<file path="src/rtl/core/dgll_pkg.sv">
// shared types, widths and mode codes for the diagonal gaussian log-likelihood unit
// no dependencies
package dgll_pkg;

  // default model dimensions
  localparam int unsigned MAX_STATES_DEF   = 64;
  localparam int unsigned MAX_MIXTURES_DEF = 8;
  localparam int unsigned MAX_DIM_DEF      = 64;

  // field widths
  localparam int unsigned MODE_W     = 2;
  localparam int unsigned STATE_W    = 6;
  localparam int unsigned MIX_W      = 3;
  localparam int unsigned DIM_W      = 6;
  localparam int unsigned SAMPLE_W   = 16;
  localparam int unsigned INV_W      = 16;
  localparam int unsigned LOGC_W     = 32;
  localparam int unsigned SCORE_W    = 32;
  localparam int unsigned FDIM_W     = 7;
  localparam int unsigned IN_TDATA_W = 80;

  // datapath widths
  localparam int unsigned SQ_W   = 32;
  localparam int unsigned PROD_W = 48;
  localparam int unsigned TERM_W = 40;
  localparam int unsigned ACC_W  = 48;
  localparam int unsigned DIFF_SHIFT = 8;

  typedef enum logic [MODE_W-1:0] {
    MODE_LOAD_MODEL = 2'd0,
    MODE_LOAD_LOGC  = 2'd1,
    MODE_SCORE      = 2'd2
  } mode_e;

  // per-element frame position
  typedef struct packed {
    logic first;
    logic last;
  } elem_ctl_t;

  // memory access request for one accepted transfer
  typedef struct packed {
    logic model_we;
    logic logc_we;
    logic rd_en;
  } mem_req_t;

endpackage

</file>
<file path="src/rtl/core/dgll_score_pipe.sv">
// scoring pipeline: difference, square, weight, accumulate, clip, output register
// depends on dgll_pkg; stage 1 data comes from dgll_param_mem read registers
module dgll_score_pipe (
  input  logic                            clk_i,
  input  logic                            rst_ni,
  input  logic                            issue_valid_i,
  input  dgll_pkg::elem_ctl_t             issue_ctl_i,
  input  logic [dgll_pkg::SAMPLE_W-1:0]   issue_sample_i,
  input  logic [dgll_pkg::SAMPLE_W-1:0]   mean_i,
  input  logic [dgll_pkg::INV_W-1:0]      inv_i,
  input  logic [dgll_pkg::LOGC_W-1:0]     logc_i,
  output logic                            ready_o,
  output logic                            out_valid_o,
  input  logic                            out_ready_i,
  output logic [dgll_pkg::SCORE_W-1:0]    out_score_o,
  output logic                            out_sat_o
);

  localparam int unsigned SC_W = dgll_pkg::ACC_W + 1;
  localparam int unsigned DIFF_SHIFT_L = dgll_pkg::DIFF_SHIFT;

  // stage 1: element and memory read data
  logic                            v1_q;
  dgll_pkg::elem_ctl_t             ctl1_q;
  logic [dgll_pkg::SAMPLE_W-1:0]   x1_q;
  // stage 2: squared difference
  logic                            v2_q;
  dgll_pkg::elem_ctl_t             ctl2_q;
  logic [dgll_pkg::SQ_W-1:0]       sq2_q;
  logic [dgll_pkg::INV_W-1:0]      inv2_q;
  logic [dgll_pkg::LOGC_W-1:0]     logc2_q;
  // stage 3: weighted term
  logic                            v3_q;
  dgll_pkg::elem_ctl_t             ctl3_q;
  logic [dgll_pkg::TERM_W-1:0]     term3_q;
  logic [dgll_pkg::LOGC_W-1:0]     logc3_q;
  // running sum and stage 4 frame sum
  logic [dgll_pkg::ACC_W-1:0]      acc_q;
  logic                            v4_q;
  logic [dgll_pkg::ACC_W-1:0]      acc4_q;
  logic [dgll_pkg::LOGC_W-1:0]     logc4_q;
  // output register
  logic                            out_valid_q;
  logic [dgll_pkg::SCORE_W-1:0]    score_q;
  logic                            sat_q;

  logic take1, take2, take3, take4, take5;

  logic signed [dgll_pkg::SAMPLE_W:0] diff;
  logic        [dgll_pkg::SAMPLE_W:0] diff_abs;
  logic        [dgll_pkg::SAMPLE_W-1:0] mag;
  logic        [dgll_pkg::SQ_W-1:0]   sq;
  logic        [dgll_pkg::PROD_W-1:0] prod;
  logic        [dgll_pkg::ACC_W-1:0]  acc_base;
  logic        [dgll_pkg::ACC_W:0]    acc_sum;
  logic        [dgll_pkg::ACC_W-1:0]  acc_new;
  logic signed [SC_W-1:0]             sc;
  logic                               sc_low, sc_high;

  // stage advance chain, driven back from the output register
  assign take5 = !out_valid_q || out_ready_i;
  assign take4 = !v4_q || take5;
  assign take3 = !v3_q || !ctl3_q.last || take4;
  assign take2 = !v2_q || take3;
  assign take1 = !v1_q || take2;
  assign ready_o = take1;

  // |x - mean| fits 16 bits
  assign diff     = $signed({x1_q[dgll_pkg::SAMPLE_W-1], x1_q})
                  - $signed({mean_i[dgll_pkg::SAMPLE_W-1], mean_i});
  assign diff_abs = diff[dgll_pkg::SAMPLE_W] ? (dgll_pkg::SAMPLE_W+1)'(-diff)
                                             : (dgll_pkg::SAMPLE_W+1)'(diff);
  assign mag      = diff_abs[dgll_pkg::SAMPLE_W-1:0];
  assign sq       = dgll_pkg::SQ_W'(mag) * dgll_pkg::SQ_W'(mag);

  assign prod = dgll_pkg::PROD_W'(sq2_q) * dgll_pkg::PROD_W'(inv2_q);

  // accumulate with saturation at the top of the 48-bit range
  assign acc_base = ctl3_q.first ? '0 : acc_q;
  assign acc_sum  = {1'b0, acc_base} + (dgll_pkg::ACC_W+1)'(term3_q);
  assign acc_new  = acc_sum[dgll_pkg::ACC_W] ? '1 : acc_sum[dgll_pkg::ACC_W-1:0];

  // logc - sum/2, clipped to 32 bits
  assign sc = $signed({{(SC_W-dgll_pkg::LOGC_W){logc4_q[dgll_pkg::LOGC_W-1]}}, logc4_q})
            - $signed({2'b00, acc4_q[dgll_pkg::ACC_W-1:1]});
  assign sc_low  = sc[SC_W-1] && !(&sc[SC_W-2:dgll_pkg::SCORE_W-1]);
  assign sc_high = !sc[SC_W-1] && (|sc[SC_W-2:dgll_pkg::SCORE_W-1]);

  always_ff @(posedge clk_i or negedge rst_ni) begin
    if (!rst_ni) begin
      v1_q        <= 1'b0;
      v2_q        <= 1'b0;
      v3_q        <= 1'b0;
      v4_q        <= 1'b0;
      out_valid_q <= 1'b0;
      acc_q       <= '0;
    end else begin
      if (take1) begin
        v1_q <= issue_valid_i;
      end
      if (take2) begin
        v2_q <= v1_q;
      end
      if (take3) begin
        v3_q <= v2_q;
      end
      if (v3_q && take3) begin
        acc_q <= acc_new;
      end
      if (take4) begin
        v4_q <= v3_q && ctl3_q.last;
      end
      if (take5) begin
        out_valid_q <= v4_q;
      end
    end
  end

  always_ff @(posedge clk_i) begin
    if (take1 && issue_valid_i) begin
      ctl1_q <= issue_ctl_i;
      x1_q   <= issue_sample_i;
    end
    if (take2 && v1_q) begin
      ctl2_q  <= ctl1_q;
      sq2_q   <= sq;
      inv2_q  <= inv_i;
      logc2_q <= logc_i;
    end
    if (take3 && v2_q) begin
      ctl3_q  <= ctl2_q;
      term3_q <= prod[dgll_pkg::PROD_W-1:DIFF_SHIFT_L];
      logc3_q <= logc2_q;
    end
    if (take4 && v3_q && ctl3_q.last) begin
      acc4_q  <= acc_new;
      logc4_q <= logc3_q;
    end
    if (take5 && v4_q) begin
      sat_q <= sc_low || sc_high;
      if (sc_low) begin
        score_q <= {1'b1, {(dgll_pkg::SCORE_W-1){1'b0}}};
      end else if (sc_high) begin
        score_q <= {1'b0, {(dgll_pkg::SCORE_W-1){1'b1}}};
      end else begin
        score_q <= sc[dgll_pkg::SCORE_W-1:0];
      end
    end
  end

  assign out_valid_o = out_valid_q;
  assign out_score_o = score_q;
  assign out_sat_o   = sat_q;

endmodule

</file>
<file path="config.mk">
export PLATFORM = sky130hd
export DESIGN_NAME = dgll_score_pipe
export DESIGN_NICKNAME = d
export VERILOG_FILES = /design/src/rtl/core/dgll_pkg.sv /design/src/rtl/core/dgll_score_pipe.sv
export SDC_FILE = /design/constraint.sdc
export NUM_CORES = 2
export LEC_CHECK = 0
export BUFFER_PORTS_ARGS = -buffer_cell sky130_fd_sc_hd__clkbuf_2
export CORE_AREA = 5 5 344 346
export CTS_CLUSTER_DIAMETER = 60
export CTS_CLUSTER_SIZE = 24
export DETAILED_ROUTE_END_ITERATION = 12
export DIE_AREA = 0 0 349 351
export GPL_TIMING_DRIVEN = 0
export PLACE_DENSITY = 0.56
export REMOVE_ABC_BUFFERS = 1
export SETUP_SLACK_MARGIN = 0.3
export SLEW_MARGIN = 20
export SYNTH_ARGS = -nofsm -noshare
export SYNTH_HDL_FRONTEND = slang
export SYNTH_SLANG_ARGS = --single-unit
</file>
<file path="constraint.sdc">
create_clock -name clk_i -period 17.53 [get_ports clk_i]
set_clock_uncertainty 0.15 [all_clocks]
set_input_delay 5.259 -clock clk_i [delete_from_list [all_inputs] [get_ports clk_i]]
set_output_delay 5.259 -clock clk_i [all_outputs]
set_load 0.1 [all_outputs]
</file>
==> flow_summary.json <==
{
  "cts_buffers": 42,
  "fp.coreArea_mm2": 0.115,
  "hold_class": "register to register",
  "wirelength_um": 93100,
  "synth_area_leaders": "fa_1 29%, edfxtp_1 21%, ha_1 10%",
  "max_stage_delay_ns": 0.84,
  "dieArea_mm2": 0.122,
  "grt_pass1_vias": 29100,
  "required_ns": 17.72,
  "report.final.slew_viol_count": 0,
  "final.setup.tns_ns": 0,
  "yosysTopAreaCell": "fa_1",
  "synthDistinctLibCells": 89,
  "cts_root_buf": "clkbuf_16",
  "yosysMostFrequentCell": "inv_1",
  "synthCells": 4080,
  "cts_resized": 0,
  "worst_pin_slew_ns": 1.14,
  "synth_commonest_cells": "731 x inv_1, 572 x fa_1, 554 x nand2_1",
  "drv_cap": 0,
  "grt_pass1_wl_um": 154000,
  "timing.rr.end": "sq2_q[31]$_DFFE_PP_",
  "hold_buffers": 0,
  "rrSetupSlack_ns": 6.57,
  "multi_input_area_mm2": 0.0268,
  "cts.clk_slew.worst_paths_ns": 0.06,
  "route.vias.total": 27400,
  "routabilityCongestion": 0.857,
  "max-slew-margin-rel_pct": 23.8,
  "first_iter_violations": 1356,
  "stdcell_count": 5693,
  "hold_path_depth": 0,
  "layout.area.seq_mm2": 0.00988,
  "vias_per_cell": 4.82,
  "synthArstFlopShare_pct": 15.7,
  "num_rows": 125,
  "yosysTopAreaCellShare_pct": 28.7,
  "num_antenna_cells": 0,
  "hold_path_end": "ctl3_q[1]$_DFFE_PP_",
  "cp-end-kind": "register",
  "numClockSinks": 338,
  "ys_seq_area_share_pct": 24.8,
  "layout-drive-gt1-share_pct": 7.29,
  "grt_max_degree": 45,
  "start_util_pct": 34.7,
  "min_period_over_period_pct": 87.7,
  "status": "completed",
  "finalSetupViolations": 0,
  "cp_top_family": "compound AO/OA/AOI/OAI gates",
  "overflow": 0,
  "slowest_stage": "xnor2_1",
  "ys_ff_latch": 338,
  "avgRoutedWirePerCell_um": 16.3,
  "cts_setup_buffers": 0,
  "rsz0062_at_grt": "false",
  "antenna_found_initial": 1,
  "place.port_buffers": 120,
  "nFillCells": 11500,
  "synth-main-ff-cell": "edfxtp_1",
  "hold_slack_ns": 0.252,
  "nets": 5119,
  "postRouteAntennaNets": 0,
  "die_width_um": 349,
  "grt_usage_pct": 15.4,
  "fmax_mhz": 65.1,
  "dr.pass1.iters": 6,
  "synth_edf_count": 285,
  "clock_path_buffers": 3,
  "syn2layout_area_growth_pct": 10.2,
  "period_needed_ns": 15.37,
  "worst_r2r_path_depth": 32,
  "cts_tree": "done",
  "criticalPathCategory": "primary input to register",
  "hold_viol": 0,
  "timing.rr.start": "x1_q[2]$_DFFE_PP_",
  "syn_area_mm2": 0.0399,
  "utilization_pct": 38.2,
  "worstHoldStart": "ctl2_q[1]$_DFFE_PP_",
  "ios": 121,
  "yosysWarnings": 0,
  "start_kind": "primary input",
  "clk_latency_ns": 0.64,
  "cp.buffers_inverters": 7,
  "die_h_um": 351,
  "timing.critical_path.fanout_max": 10,
  "dpl.cell_count": 5616,
  "syn_area_per_cell_um2": 9.78,
  "dp_hpwl_um": 74700,
  "crit_arrival_ns": 15.56,
  "h-tree-depth": 2,
  "route.detailed.drc": 0
}
-- how the worst max path moves through the flow --
stage	cells past startpoint	endpoint	from
global placement	34	sq2_q[31]$_DFFE_PP_	mean_i[2]
finish	34	sq2_q[31]$_DFFE_PP_	mean_i[2]
floorplan	32	sq2_q[31]$_DFFE_PP_	mean_i[0]
global route	34	sq2_q[31]$_DFFE_PP_	mean_i[2]
CTS	34	sq2_q[31]$_DFFE_PP_	mean_i[2]
detailed placement	34	sq2_q[31]$_DFFE_PP_	mean_i[2]
-- metrics by stage --
| step | area (um^2) | setup WS, ns |
|---|---|---|
| after global routing | 44000 | 1.42 |
| after detailed placement | 42500 | 1.50 |
| after global placement | 41800 | 1.45 |
| after floorplan | 39300 | 3.51 |
| after CTS | 44000 | 2.14 |
| final | 44000 | 2.16 |
-- final cells by class --
class	count	area share (%)
timing repair buffer	153	2.74
tap	1524	4.33
inverter	739	6.31
clock inverter	29	0.859
multi-input combinational	2862	60.8
sequential	338	22.5
clock buffer	48	2.46
-- cell families (layout without fill, tap and decap cells) --
kind of cell	Yosys count	in the layout	synth area share (%)
flip-flops	338	338	24.8
multiplexers	36	36	0.997
XOR/XNOR	169	169	3.75
AND/OR/NAND/NOR	1202	1202	14.1
AO/OA/AOI/OAI	553	553	9.06
adder cells (fa/ha/maj)	897	897	38.9
buffers and inverters	883	969	8.39
other	2	5	0.0188
-- registers in the layout, summed over array words and instances, names as in the netlist, 31 cells and up --
| signal | flops |
|---|---|
| acc_q | 48 |
| acc4_q | 47 |
| term3_q | 40 |
| logc2_q | 32 |
| logc3_q | 32 |
| logc4_q | 32 |
| out_score_o | 32 |
| sq2_q | 31 |
-- cells in the final DEF (no fill, tap or decap), types with 66 or more instances in the layout --
cell type and instances:
nor2b_1 73, fa_1 572, nand2_1 554, nor2_1 192, and2_1 149, o21ai_0 82
inv_1 731, clkbuf_2 119, ha_1 325, a21o_1 66, edfxtp_1 285, xnor2_1 110
a21oi_1 181
-- per-layer routing --
layer,part of all wire [%],GRT usage [%],vias to the layer above
met4,2.6,4.28,2
met2,48,26.4,572
met5,0.014,0,-
li1,-,-,13200
met3,4.3,1.97,119
met1,45,20.6,13500
Power is left out: the tool's default activity adds up to more than one toggle a clock period on the data nets, which glitch-free logic cannot reach.
